==> config.mk <==
export PLATFORM = sky130hd
export DESIGN_NAME = lcmt_eval
export DESIGN_NICKNAME = d
export VERILOG_FILES = /design/src/sv/lcmt_pkg.sv /design/src/sv/lcmt_eval.sv
export SDC_FILE = /design/constraint.sdc
export NUM_CORES = 2
export LEC_CHECK = 0
export ABC_AREA = 0
export BUFFER_PORTS_ARGS = -buffer_cell sky130_fd_sc_hd__buf_2
export CAP_MARGIN = 20
export CORE_ASPECT_RATIO = 1.1
export CORE_UTILIZATION = 36
export DETAILED_ROUTE_END_ITERATION = 7
export GPL_TIMING_DRIVEN = 0
export PLACE_DENSITY_LB_ADDON = 0.25
export SYNTH_ARGS = -nofsm -noshare
export SYNTH_HDL_FRONTEND = slang
export SYNTH_SLANG_ARGS = --single-unit
==> constraint.sdc <==
create_clock -name clk -period 7.9 [get_ports clk]
set_clock_uncertainty 0.1 [all_clocks]
set_input_delay 1.185 -clock clk [delete_from_list [all_inputs] [get_ports clk]]
set_output_delay 1.185 -clock clk [all_outputs]
set_load 0.01 [all_outputs]
==> src/sv/lcmt_pkg.sv <==
// Shared constants for the minimum line tree.
package lcmt_pkg;

  localparam int DOMAIN_SIZE_DEF = 1024;
  localparam int SLOPE_BITS_DEF  = 32;
  localparam int INTERCEPT_W     = 63;
  localparam int VALUE_W         = 64;
  localparam int QX_W            = 10;

  localparam logic OP_INSERT = 1'b0;
  localparam logic OP_QUERY  = 1'b1;

  localparam logic signed [VALUE_W-1:0] EMPTY_VALUE = 64'sd1000000000000000000;

endpackage

==> src/sv/lcmt_eval.sv <==
// Two-line evaluator: registered products at two points, then intercept add.
module lcmt_eval #(
  parameter int SLOPE_BITS = 32,
  parameter int POS_W      = 11
) (
  input  logic                                   clk,
  input  logic signed [SLOPE_BITS-1:0]           a_slope,
  input  logic signed [lcmt_pkg::INTERCEPT_W-1:0] a_int,
  input  logic signed [SLOPE_BITS-1:0]           b_slope,
  input  logic signed [lcmt_pkg::INTERCEPT_W-1:0] b_int,
  input  logic [POS_W-1:0]                       p0,
  input  logic [POS_W-1:0]                       p1,
  output logic signed [lcmt_pkg::VALUE_W-1:0]     a0_val,
  output logic signed [lcmt_pkg::VALUE_W-1:0]     a1_val,
  output logic signed [lcmt_pkg::VALUE_W-1:0]     b0_val,
  output logic signed [lcmt_pkg::VALUE_W-1:0]     b1_val
);
  import lcmt_pkg::*;

  localparam int PROD_W = SLOPE_BITS + POS_W + 1;
  localparam int EXT_W  = VALUE_W - PROD_W;

  logic signed [PROD_W-1:0]      a0_prod, a1_prod, b0_prod, b1_prod;
  logic signed [INTERCEPT_W-1:0] a_int_q, b_int_q;

  always_ff @(posedge clk) begin
    a0_prod <= a_slope * $signed({1'b0, p0});
    a1_prod <= a_slope * $signed({1'b0, p1});
    b0_prod <= b_slope * $signed({1'b0, p0});
    b1_prod <= b_slope * $signed({1'b0, p1});
    a_int_q <= a_int;
    b_int_q <= b_int;
  end

  assign a0_val = {{EXT_W{a0_prod[PROD_W-1]}}, a0_prod} + {a_int_q[INTERCEPT_W-1], a_int_q};
  assign a1_val = {{EXT_W{a1_prod[PROD_W-1]}}, a1_prod} + {a_int_q[INTERCEPT_W-1], a_int_q};
  assign b0_val = {{EXT_W{b0_prod[PROD_W-1]}}, b0_prod} + {b_int_q[INTERCEPT_W-1], b_int_q};
  assign b1_val = {{EXT_W{b1_prod[PROD_W-1]}}, b1_prod} + {b_int_q[INTERCEPT_W-1], b_int_q};

endmodule

Word level (Yosys, flattened, before mapping)
Cells that the tools add are included.

operators by class
  $add $sub $neg = 4
  multipliers = 4

operator list
  cell                                            number
  44-bit by 63-bit adder with 64-bit output       4
  32-bit by 12-bit multiplier with 44-bit output  4

storage, ports and cells
  register bits = 302
  word-level logic and storage cells = 14

Longest topological paths before layout
  depth in word-level cells = 1
  gate-level depth with buffers = 25

Least setup slack after synthesis
No wires, ideal clock.

  kind = input to register
  start = in p0[3]
  end = reg b0_prod[43]
  required time = 7728 ps
  stages = 23
  slack = 915 ps
  arrival time = 6812 ps
  library setup time = 72 ps
  path buffers = 2
  cell sequence = clkbuf_1 > clkbuf_1 > nand2_1 > fa_1 > fa_1 > fa_1 > inv_1 > fa_1 > inv_1 > fa_1 > inv_1 > ha_1 > a2111oi_0 > o21ai_0 > a41oi_2 > or4_1 > a21oi_1 > o221ai_1 > a21oi_1 > a311oi_1 > o21ai_0 > a21oi_1 > xnor2_1

between the ends
  word-level cells in the longest chain between the ends = 1

RTL lines
  what                                            RTL line         RTL
  start, declared                                 lcmt_eval.sv:11  input logic [POS_W-1:0] p0,
  32-bit by 12-bit multiplier with 44-bit output  lcmt_eval.sv:29  b0_prod <= b_slope * $signed({1'b0, p0});
  end signal, assigned                            lcmt_eval.sv:29
  end, declared                                   lcmt_eval.sv:23  logic signed [PROD_W-1:0] a0_prod, a1_prod, b0_prod, b1_prod;

Every way passes these cells.

Final worst setup path
  start = in p0[9]
  end = reg b0_prod[40]

The elaborated chain is that of the path after synthesis.

==> key figures <==
Status
  – Status: completed

Timing
  – WHS: 0.509 ns
  – Hold Vio Cnt, Final: 0
  – Fmax achieved: 129 MHz
  – RSZ-0062 raised after global routing: yes
  – Fin crit share: 98.5%
  – # setup viols final: 0
  – Final WS setup: around 0.12 ns
  – Tmin final: about 8 ns
  – Slew Limit Fails: 0
  – Rel. slew slack: between 20% and 30%
  – Slew @ Worst Pin: 1.13 ns

Critical path
  – Max incr delay on CP: 0.90 ns
  – Slowest cell on the critical path: clkbuf_1
  – CP Capture Point: b0_prod[40]
  – CP Class: in -> reg
  – Cell Chain, Critical Path: clkdlybuf4s15_1 > clkbuf_1 > and2_1 > ha_1 > fa_1 > fa_1 > fa_1 > inv_1 > fa_1 > inv_1 > ha_1 > a21oi_1 > nor2b_1 > o21ai_0 > nand2_1 > a21oi_1 > o21ai_1 > nand2_1 > a21oi_1 > o21ai_2 > or4b_1 > o211ai_1
  – Most frequent CP cell: fa_1
  – Startpoint types: input pin
  – Worst Setup SP: p0[9]
  – CP max FO: 10
  – Arrival @ worst endpoint: 8.22 ns
  – Crit. End Element: flop
  – WP data required: 8.34 ns

Global routing
  – GR Overflow Total: 0
  – Initial antenna violation count: 66
  – First-pass GRT wire length: 363,000 um
  – Vias in the first global route: between 60,000 and 70,000
  – GRT Util Overall: 25.0%
  – Largest net degree at the start of global routing: 21

Clock tree
  – CTS buffer count: 44
  – Clock root cell: clkbuf_16
  – Clk pin slew, worst setup/hold paths: 0.06 ns
  – Longest Clk Path Bufs: 3
  – Clk sinks: 302
  – CTS tree: done
  – H-tree depth: 2

Cells and area
  – Fillers: 19,400
  – Nets@finish: 10,700
  – Area grow syn2layout: 11.1%
  – Layout cells sized above 1: 8.11%
  – Core Util, Final: between 40% and 50%
  – Most common cell after layout, fill and taps aside: inv_1
  – Highest-count cells in the layout ignoring fill and taps: inv_1, nand2_1, fa_1
  – Finished Layout Cells: 11,200

Synth
  – Cells after Synth: 8,106
  – Netlist cell types: between 100 and 150
  – Net count after synthesis: 10,200
  – Seq/Total Area, Yosys: slightly below 9%
  – Synth Flop Type: dfxtp_1
  – Top cells by area, synth: fa_1, ha_1, dfxtp_1
  – Yosys top cell area share: between 30% and 40%
  – Post-synthesis register bit count: 302
  – Post-synth EDFFs: 0
  – Async SR Flop Fraction: 0%
  – Largest area contributor in the netlist: fa_1
  – Yosys warning count: 0
  – Syn_area_per_cell: 8.47 um^2
  – Synthesized cell area: 68,700 um^2

Run
  – Max cap viols: 0

Floorplan
  – Cell Rows: about 170
  – Die height: around 460 um
  – Core Region: between 150,000 and 200,000 um^2
  – Die Width: between 400 and 500 um
  – IO Count: 469
  – Starting Density: a little over a third
  – Die area: 193,000 um^2

Detailed routing
  – Post-DR wirelength/cell: 21.4 um
  – ANT nets after route: 0
  – Drt total wl: 240,000 um
  – DRT iter0 DRCs: 3,472
  – Initial DRT Pass Iterations: 6
  – Residual DRC count: 0
  – Total number of vias: approximately 57,000
  – Vias per cell: 5.08

Min path
  – Worst min-delay path class: in -> reg

Placement
  – Pre-CTS WS: -1.35 ns
  – GP Congestion: 0.982
  – Port Buffers: 446
  – Dpl cells: roughly 11,000
  – DP HPWL: roughly 200,000 um
==> sequential cells by signal, indices dropped and copies added, names as in the netlist <==
| signal | count |
|---|---|
| b_int_q | 63 |
| a_int_q | 63 |
| b1_prod | 44 |
| b0_prod | 44 |
| a0_prod | 44 |
| a1_prod | 44 |
==> routing by layer <==
metal / global-route usage, % / routed length (um) / vias up
met2: 42.0 / 113000 / 2005
met4: 12.3 / 13700 / 10
met1: 31.3 / 98300 / 28100
li1: - / - / 26400
met5: 0 / 46 / -
met3: 3.80 / 15600 / 475
==> critical path, delay by kind of cell <==
family                   cells  cell delay, ns
adder cells (fa/ha/maj)      6            2.45
buffers and inverters        4            1.66
AO/OA/AOI/OAI                7            1.90
AND/OR/NAND/NOR              5            0.99
==> cell usage after synthesis (42+ instances only) <==
cell / n
inv_1: 1558
nand2_1: 1269
fa_1: 1224
ha_1: 628
and2_1: 396
a21oi_1: 393
clkbuf_1: 374
dfxtp_1: 302
a21o_1: 293
xnor2_1: 288
nor2_1: 228
o21ai_0: 187
xor2_1: 111
nand4_1: 77
nand3_1: 71
o21bai_1: 62
nand2b_1: 54
a31oi_1: 47
nor2b_1: 44
nor3_1: 42
==> timing repair <==
| action | in CTS | in global routing |
|---|---|---|
| hold buffers | 0 | 0 |
| resized for setup | 22 | 80 |
| buffers inserted | 0 | 0 |
| endpoints found under the hold margin | 0 | 0 |
| endpoints found under the setup margin | 28 | 16 |
| pin swaps | 0 | 0 |
==> cells by family (layout without fill, tap and decap cells) <==
| group | count (synthesis) | in the layout | share of synthesized area (%) |
|---|---|---|---|
| flip-flops | 302 | 302 | 8.80 |
| other | 0 | 31 | 0 |
| AND/OR/NAND/NOR | 2309 | 2309 | 15.5 |
| buffers and inverters | 1955 | 2508 | 10.9 |
| adder cells (fa/ha/maj) | 1852 | 1852 | 47.1 |
| XOR/XNOR | 399 | 399 | 5.09 |
| multiplexers | 4 | 4 | 0.0583 |
| AO/OA/AOI/OAI | 1285 | 1285 | 12.5 |
==> through the flow <==
step / setup TNS, ns / cell area (um^2)
global route: -0.114 / 76300
finish: 0 / 76300
floorplan: 0 / 68700
CTS: 0 / 76100
global placement: -72.47 / 74100
detailed placement: -45.00 / 74600
==> how the worst min path moves through the flow <==
stage	startpoint	to	slack, ns	cells after the start
floorplan	a_int[0]	a_int_q[0]	1.11	0
global placement	a_int[34]	a_int_q[34]	1.19	1
detailed placement	a_int[46]	a_int_q[46]	1.19	1
CTS	b_int[1]	b_int_q[1]	0.46	1
global route	a_int[27]	a_int_q[27]	0.48	1
finish	a_int[27]	a_int_q[27]	0.51	1
==> area by class of cell <==
class / instances / area [um^2] / area share, %
antenna: 31 / 77.6 / 0.102
multi-input combinational: 5849 / 55200 / 72.3
inverter: 1558 / 5850 / 7.66
sequential: 302 / 6050 / 7.92
buffer: 393 / 1710 / 2.24
clock inverter: 25 / 352 / 0.461
tap: 2535 / 3170 / 4.16
clock buffer: 54 / 1200 / 1.57
timing repair buffer: 478 / 2740 / 3.59
Power is left out: the tool's default activity adds up to more than one toggle a clock period on the data nets, which glitch-free logic cannot reach.
