==> config.mk <==
export PLATFORM = sky130hd
export DESIGN_NAME = lcmt_ram
export DESIGN_NICKNAME = d
export VERILOG_FILES = /design/src/sv/lcmt_ram.sv
export SDC_FILE = /design/constraint.sdc
export NUM_CORES = 1
export LEC_CHECK = 0
export BUFFER_PORTS_ARGS = -buffer_cell sky130_fd_sc_hd__buf_2
export CAP_MARGIN = 20
export CORE_MARGIN = 2
export CORE_UTILIZATION = 60
export CTS_CLUSTER_SIZE = 12
export DETAILED_ROUTE_END_ITERATION = 7
export MAX_ROUTING_LAYER = met4
export PLACE_DENSITY = 0.78
export SLEW_MARGIN = 20
export SYNTH_ARGS = -nofsm -noshare
export SYNTH_HDL_FRONTEND = slang
export SYNTH_SLANG_ARGS = --single-unit
==> constraint.sdc <==
create_clock -name clk -period 2.2 [get_ports clk]
set_input_delay 0.22 -clock clk [delete_from_list [all_inputs] [get_ports clk]]
set_output_delay 0.22 -clock clk [all_outputs]
set_load 0.02 [all_outputs]
==> src/sv/lcmt_ram.sv <==
// Generic single-write, single-read synchronous RAM with registered read data.
module lcmt_ram #(
  parameter int WIDTH = 8,
  parameter int DEPTH = 16
) (
  input  logic                     clk,
  input  logic                     we,
  input  logic [$clog2(DEPTH)-1:0] waddr,
  input  logic [WIDTH-1:0]         wdata,
  input  logic [$clog2(DEPTH)-1:0] raddr,
  output logic [WIDTH-1:0]         rdata
);

  logic [WIDTH-1:0] mem [DEPTH];

  always_ff @(posedge clk) begin
    if (we) begin
      mem[waddr] <= wdata;
    end
    rdata <= mem[raddr];
  end

endmodule

## Word-level counts from Yosys, hierarchy flattened

Memory sizes are Yosys's and may differ from the RTL's. A register that Yosys moved wholly into a read port is not among the register bits.
Index checks and enable logic that the tools add are counted.
W data, S select, Z words.

| operators by class | value |
|---|---|
| mux-type cells | 2 |

Operator list:

| cell | count |
|---|---|
| $mux W1 | 2 |

| word-level totals | value |
|---|---|
| flip-flop bits (word level) | 0 |
| memory bits (writable) | 128 |
| bits of input ports | 18 |
| output and inout bits | 8 |
| word-level logic and storage cells | 3 |
| memories | 1 |

Memories:

| name | depth | bits a word | rd ports | clocked after memory_dff | write ports | line | text |
|---|---|---|---|---|---|---|---|
| mem | 16 | 8 | 1 | 1 | 1 | 14 | `logic [WIDTH-1:0] mem [DEPTH];` |

## Logic depth before layout (Yosys ltp)

Gate-level depths: netlist of run 1.

| depth | value |
|---|---|
| word-level depth | 2 |
| depth in mapped cells | 5 |
| gate-level depth less buffers | 3 |

## Least setup slack after synthesis of run 1

Ideal clock, no wire load.

| timing | value |
|---|---|
| path type | in2reg |
| start | in waddr[2] |
| end | mem mem[0][0], enable pin |
| library setup time | 0.383 ns |
| arrival time | 1.330 ns |
| setup slack | 0.487 ns |
| cell stages on the path | 2 |
| buffers on the path | 0 |
| cells stage by stage | or3b_2 > nor3_1 |

RTL lines:

| what | line | text |
|---|---|---|
| start: declaration | 8 | `input logic [$clog2(DEPTH)-1:0] waddr,` |
| end: declaration | 14 |  |

Straight into the memory's write port.

==> results of run 1 <==
==> cell families after synthesis <==
group	Yosys count
flops	136
simple gates	35
mux	32
compound gates	16
buf+inv	10
==> through the flow <==
step	worst slack [ps]	util
finish	775.1	0.7336
floorplan	487.1	-
detailed placement	485.6	0.6636
global route	720.8	0.7336
CTS	788.7	0.7336
global placement	532.5	0.6636
==> layer usage <==
metal / vias up / global-route usage
met5: - / -
met4: 0 / 0.08451
met3: 14 / 0.06142
met2: 128 / 0.3611
met1: 1278 / 0.3482
li1: 1085 / -
==> cell type report <==
cell class | instances | share of cell area
well taps | 105 | 0.02169
clock inverters | 12 | 0.02520
multi-input cells | 83 | 0.1745
repair buffers | 45 | 0.04750
flip-flops and latches | 136 | 0.6609
clock buffers | 20 | 0.07022
==> synth_stat cells, drive strengths merged <==
library cell / instances
and2: 1
dfxtp: 8
or3b: 1
nor3: 4
nand2b: 2
a22oi: 16
nand3: 1
clkdlybuf4s25: 3
nand2: 9
edfxtp: 128
nor2b: 1
buf: 7
nor2: 13
mux4: 32
nand3b: 2
and2b: 1
==> sequential cells by signal, summed over array words and instances, names as in the netlist <==
name   flops
rdata      8
mem      128
==> report_power, final <==
part,internal (mW),switching (mW),total [mW]
clock,1.72,1.00,2.72
sequential,2.90,0.0176,2.92
combinational,0.115,0.171,0.286
==> worst max path at each step <==
| stage | endpoint | slack, ps | cells past startpoint |
|---|---|---|---|
| after floorplan | mem[0][0] | 490 | 2 |
| after global placement | rdata[3] | 530 | 5 |
| after detailed placement | mem[4][4] | 490 | 4 |
| after CTS | rdata[0] | 790 | 3 |
| after global routing | rdata[5] | 720 | 3 |
| final | rdata[0] | 780 | 3 |
==> results.sh, run 1 <==
export IMPL_post_drt_via_cell_ratio=6.247
export IMPL_placement_rows=33
export IMPL_synthesis_area_um2=5147
export IMPL_r2r_worst_path_cells=3
export IMPL_grt_first_pass_wirelength_mm=15.93
export IMPL_fraction_of_the_mapped_netlist_area_in_compound_gates=0.02333
export IMPL_count_of_synthesis_stage_warnings_from_yosys=0
export IMPL_worst_hold_path_num_cells=1
export IMPL_die_width_um=96.63
export IMPL_buffer_ports_inserted=25
export IMPL_worst_endpoint_required_ps=2590
export IMPL_holdCritPathClass="input pin to flip-flop"
export IMPL_post_route_min_period_ps=1425
export IMPL_critPathLaunchType="flip-flop"
export IMPL_drt_drc_violations_left=0
export IMPL_hold_viol=0
export IMPL_worst_case_vdd_ir_drop_v=0.0006090
export IMPL_worst_slew_margin_rel=0.5062
export IMPL_grt_max_degree=33
export IMPL_finalWeightedCongestion=0.8005
export IMPL_clock_insertion_delay_worst_skew_ps=510
export IMPL_cts_resizes=0
export IMPL_post_route_setup_tns_ps=0
export IMPL_clock_root_buffer="sky130_fd_sc_hd__clkbuf_8"
export IMPL_cap_violations=0
export IMPL_detail_route_wirelength_met1_mm=4.050
export IMPL_run_status="finished, final reports clean"
export IMPL_detail_route_wirelength_mm=10.28
export IMPL_critical_path_reg2reg_startpoint="mem[1][0]"
export IMPL_critPathTopFamily="multiplexers"
export IMPL_dr_pass1_iters=4
export IMPL_placed_cell_area_um2=5480
export IMPL_die_span_in_y_um=96.63
export IMPL_share_of_layout_cells_above_drive_strength_1=0.3142
export IMPL_hold_ws_ps=96.56
export IMPL_number_of_antenna_violations_at_the_first_check_in_global_routing=0
export IMPL_register_area_um2=4004
export IMPL_grt_setup_unrepaired="false"
export IMPL_wire_per_inst_um=25.63
export IMPL_wl_met2_mm=5.168
export IMPL_fraction_of_synthesized_area_in_multiplexers=0.1502
export IMPL_placed_cells=369
export IMPL_final_setup_viol_count=0
export IMPL_critPathKind="flip-flop to flip-flop"
export IMPL_fillers=476
export IMPL_number_of_global_route_vias_before_repair=2646
export IMPL_floorplan_io_pins=26
export IMPL_fin_crit_sh=0.6477
export IMPL_layout_cells_most_common="sky130_fd_sc_hd__edfxtp_1"
export IMPL_antennaDiodeCount=0
export IMPL_post_synth_fa_ha_maj_area_fraction=0
export IMPL_postSynthRegisterBits=136
export IMPL_synth_top_family_by_area="multiplexers"
export IMPL_via_count=2505
export IMPL_synthSimpleGateAreaFrac=0.03184
export IMPL_clk_pin_slew_worst_paths_ps=60
export IMPL_nets=301
export IMPL_syn_nets=247
export IMPL_tritoncts_num_buffers=17
export IMPL_total_design_power_mw=5.922
export IMPL_cts_tree="built"
export IMPL_seq_area_frac_synth=0.7778
export IMPL_post_synth_top_area_cell="sky130_fd_sc_hd__edfxtp_1"
export IMPL_critical_path_peak_fanout=1
export IMPL_htreeDepth=4
export IMPL_synth_avg_cell_area_um2=22.48
export IMPL_pwr_density_cell_nw_per_um2=977.6
export IMPL_worstPathCellList="mux4_1, a22oi_1, nand2_1"
export IMPL_cell_types_occupying_the_most_area_after_synthesis="sky130_fd_sc_hd__edfxtp_1, sky130_fd_sc_hd__mux4_2, sky130_fd_sc_hd__mux4_1, sky130_fd_sc_hd__dfxtp_1, sky130_fd_sc_hd__a22oi_1"
export IMPL_synth_xor_area_share=0
export IMPL_syn_instance_count=229
export IMPL_dr_first_iter_drc_count=289
export IMPL_layout_area_overhead_vs_synth_pct=17.70
export IMPL_leakagePower_nw=2.075
export IMPL_cts_hold_buffers_added=0
export IMPL_netlist_area_leader_share=0.7467
export IMPL_end_kind="flip-flop"
export IMPL_worst_path_max_delay_cell="sky130_fd_sc_hd__mux4_1"
export IMPL_pin_slew_with_the_least_headroom_to_its_limit_ps=738.0
export IMPL_clockBufferDepth=2
export IMPL_cts_sink_count=136
export IMPL_final_skew_ps=10.85
export IMPL_top_routing_layer_used="met4"
export IMPL_worst_r2r_setup_slack_ps=780
export IMPL_timing_critical_path_slowest_cell_delay_ps=550
export IMPL_r2r_end="rdata[0]"
export IMPL_min_delay_start="wdata[4]"
export IMPL_yosys_cell_types_count=19
export IMPL_core_um2=8258
export IMPL_multi_input_area_um2=1057
export IMPL_start_point_of_the_critical_path="mem[1][0]"
export IMPL_hpwlAfterDp_mm=5.969
export IMPL_floorplan_die_area_um2=9336
export IMPL_final_max_slew_violation_count=0
export IMPL_antenna_left=0
export IMPL_wl_met3_um=850
export IMPL_hold_end="mem[12][4]"
export IMPL_floorplan_initialDensity=0.6233
export IMPL_final_non_filler_cell_area_um2=6058
export IMPL_worstPathBufferInverterCount=0
export IMPL_globalRouteTotalUtil=0.2465
export IMPL_cts_setup_buffers=0
export IMPL_fin_cells=401
export IMPL_grt_overflow=0
export IMPL_critPathArrivalTime_ps=1810
export IMPL_max_freq_mhz=701.8
export IMPL_most_common_layout_cells="sky130_fd_sc_hd__edfxtp_1, sky130_fd_sc_hd__buf_2, sky130_fd_sc_hd__buf_4"
Note: power is estimated with default switching activity, not from simulation.
==> inputs of run 2 (changes only) <==
--- a/config.mk
+++ b/config.mk
@@ -8,11 +8,11 @@
 export BUFFER_PORTS_ARGS = -buffer_cell sky130_fd_sc_hd__buf_2
 export CAP_MARGIN = 20
 export CORE_MARGIN = 2
-export CORE_UTILIZATION = 60
+export CORE_UTILIZATION = 54
 export CTS_CLUSTER_SIZE = 12
 export DETAILED_ROUTE_END_ITERATION = 7
 export MAX_ROUTING_LAYER = met4
-export PLACE_DENSITY = 0.78
+export PLACE_DENSITY = 0.74
 export SLEW_MARGIN = 20
 export SYNTH_ARGS = -nofsm -noshare
 export SYNTH_HDL_FRONTEND = slang
==> constraint.sdc (replaced) <==
create_clock -name clk -period 1.3 [get_ports clk]
set_input_delay 0.13 -clock clk [delete_from_list [all_inputs] [get_ports clk]]
set_output_delay 0.13 -clock clk [all_outputs]
set_load 0.02 [all_outputs]
==> run 2 against run 1 <==
Against the previous run: clock power grew 76%; hold slack gained 100 ps; core utilization shrank 4.9 points; via count grew 2.2%; sequential share of layout area shrank 2.8 points; largest cell class unchanged; highest routed layer unchanged.
==> results.sh, run 2 (synthesized netlist as in run 1, its figures left out) <==
export IMPL_cap_violations=0
export IMPL_worstPathBufferInverterCount=0
export IMPL_antennaDiodeCount=0
export IMPL_number_of_global_route_vias_before_repair=2623
export IMPL_die_width_um=101.6
export IMPL_p_int_mw=8.234
export IMPL_critPathLaunchType="flip-flop"
export IMPL_floorplan_die_area_um2=10330
export IMPL_wl_met2_mm=5.083
export IMPL_worst_endpoint_required_ps=1700
export IMPL_run_status="finished, final reports clean"
export IMPL_clk_pin_slew_worst_paths_ps=60
export IMPL_grt_overflow=0
export IMPL_die_span_in_y_um=101.6
export IMPL_worst_case_vdd_ir_drop_v=0.0008307
export IMPL_comb_power_share=0.054
export IMPL_post_route_worst_setup_slack_ps=20.34
export IMPL_htreeDepth=4
export IMPL_buffer_ports_inserted=25
export IMPL_hpwlAfterDp_mm=6.381
export IMPL_largest_register_ff_count=128
export IMPL_critPathArrivalTime_ps=1670
export IMPL_cts_setup_buffers=0
export IMPL_pin_slew_with_the_least_headroom_to_its_limit_ps=914.9
export IMPL_floorplan_io_pins=26
export IMPL_tritoncts_num_buffers=17
export IMPL_fin_cells=447
export IMPL_end_kind="flip-flop"
export IMPL_final_max_slew_violation_count=0
export IMPL_final_skew_ps=8.853
export IMPL_top_routing_layer_used="met4"
export IMPL_power_sequential_fraction=0.480
export IMPL_fin_crit_sh=0.9844
export IMPL_critPathTopFamily="multiplexers"
export IMPL_worst_slew_margin_rel=0.3888
export IMPL_critical_path_peak_fanout=1
export IMPL_post_place_ws_ps=-278.4
export IMPL_timing_critical_path_slowest_cell_delay_ps=480
export IMPL_grt_max_degree=19
export IMPL_fillers=594
export IMPL_worst_hold_path_num_cells=3
export IMPL_clock_root_buffer="sky130_fd_sc_hd__clkbuf_8"
export IMPL_layout_cells_most_common="sky130_fd_sc_hd__edfxtp_1"
export IMPL_clock_insertion_delay_worst_skew_ps=520
export IMPL_critical_path_depth=3
export IMPL_dr_pass1_iters=4
export IMPL_detail_route_wirelength_met1_mm=4.178
export IMPL_r2r_worst_path_cells=3
export IMPL_wl_met3_um=670
export IMPL_detail_route_wirelength_mm=10.02
export IMPL_switching_power_mw=2.051
export IMPL_critPathKind="flip-flop to flip-flop"
export IMPL_post_drt_via_cell_ratio=5.725
export IMPL_worstPathCellList="mux4_2, a22oi_1, nand2_1"
export IMPL_number_of_antenna_violations_at_the_first_check_in_global_routing=0
export IMPL_clock_power_share=0.466
export IMPL_cts_sink_count=136
export IMPL_max_freq_mhz=781.5
export IMPL_grt_first_pass_wirelength_mm=15.18
export IMPL_post_route_min_period_ps=1280
export IMPL_dr_first_iter_drc_count=258
export IMPL_worst_path_max_delay_cell="sky130_fd_sc_hd__mux4_2"
export IMPL_via_count=2559
export IMPL_floorplan_initialDensity=0.5571
export IMPL_most_common_layout_cells="sky130_fd_sc_hd__edfxtp_1, sky130_fd_sc_hd__buf_4, sky130_fd_sc_hd__mux4_2"
export IMPL_nets=323
export IMPL_total_design_power_mw=10.29
export IMPL_drt_drc_violations_left=0
export IMPL_grt_setup_unrepaired="true"
export IMPL_largest_registers="mem x128, rdata x8"
export IMPL_final_setup_viol_count=0
export IMPL_pwr_density_cell_nw_per_um2=1626
export IMPL_clockBufferDepth=2
export IMPL_core_um2=9240
export IMPL_holdCritPathClass="input pin to flip-flop"
export IMPL_finalWeightedCongestion=0.7816
export IMPL_placement_rows=35
export IMPL_layout_area_overhead_vs_synth_pct=22.87
export IMPL_globalRouteTotalUtil=0.2214
export IMPL_placed_cells=407
export IMPL_largest_register="mem"
export IMPL_cts_tree="built"
export IMPL_p_sw_frac=0.1994
export IMPL_hold_viol=0
export IMPL_leakagePower_nw=2.163
export IMPL_antenna_left=0
export IMPL_share_of_layout_cells_above_drive_strength_1=0.3994
export IMPL_wire_per_inst_um=22.42
-- run 2: cell count changes in the layout (fill, tap and decap cells not counted), moves of 2 or more --
cell | previous run | this run
sky130_fd_sc_hd__buf_4 | 19 | 32
sky130_fd_sc_hd__dlygate4sd3_1 | 0 | 8
sky130_fd_sc_hd__mux4_2 | 18 | 28
sky130_fd_sc_hd__clkinv_1 | 0 | 3
sky130_fd_sc_hd__a22oi_1 | 16 | 8
sky130_fd_sc_hd__nor3_1 | 4 | 1
sky130_fd_sc_hd__mux4_1 | 14 | 4
sky130_fd_sc_hd__clkbuf_1 | 3 | 1
sky130_fd_sc_hd__a22oi_2 | 0 | 8
sky130_fd_sc_hd__nor3_2 | 0 | 3
-- run 2: tightest hold or removal path: cells and delay by family --
kind                   cells  cell delay [ps]
buffers and inverters      2              340
AND/OR/NAND/NOR            1               80
-- run 2: final timing paths --
kind | from | end | slack, ps
max | mem[11][6] | rdata[6] | 20
min | waddr[0] | mem[4][0] | 200
max reg2reg | mem[11][6] | rdata[6] | 20
min reg2reg | mem[14][5] | rdata[5] | 680
-- run 2: cell type report --
type,instances,area [um2],area share
clock buffers,18,417.9,0.06607
well taps,129,161.4,0.02552
multi-input cells,83,1075,0.1699
flip-flops and latches,136,4004,0.6330
repair buffers,67,485.5,0.07676
clock inverters,14,181.4,0.02868
-- run 2: metal layers --
layer  vias to the layer above  track usage
met3                         7      0.05452
met2                        98       0.3386
li1                       1114            -
met4                         0      0.08420
met1                      1340       0.2910
met5                         -            -
-- run 2: repair_timing --
action,CTS,global route
cloned,0,0
hold buffers,8,0
pin swaps,5,2
gates resized for setup,10,8
setup endpoints to repair,6,5
endpoints found under the hold margin,115,0
-- run 2: metrics by stage --
stage | util | TNS [ps] | hold WS (ps) | cell area, um2
2_1_floorplan | - | -2943 | 228.9 | 5162
3_3_place_gp | 0.6107 | -3791 | 505.0 | 5643
3_5_place_dp | 0.6107 | -5557 | 522.4 | 5643
4_1_cts | 0.6859 | 0 | 180.5 | 6337
5_1_grt | 0.6845 | -24.18 | 202.3 | 6325
6_report | 0.6845 | 0 | 199.6 | 6325
-- run 2: power by group through the flow --
stage,clock (mW),combinational [mW],sequential [mW]
after floorplan,0,0.250,5.05
after global placement,0,0.491,5.02
after detailed placement,0,0.508,5.03
after CTS,4.84,0.549,4.94
after global routing,5.00,0.592,4.94
final,4.80,0.551,4.94
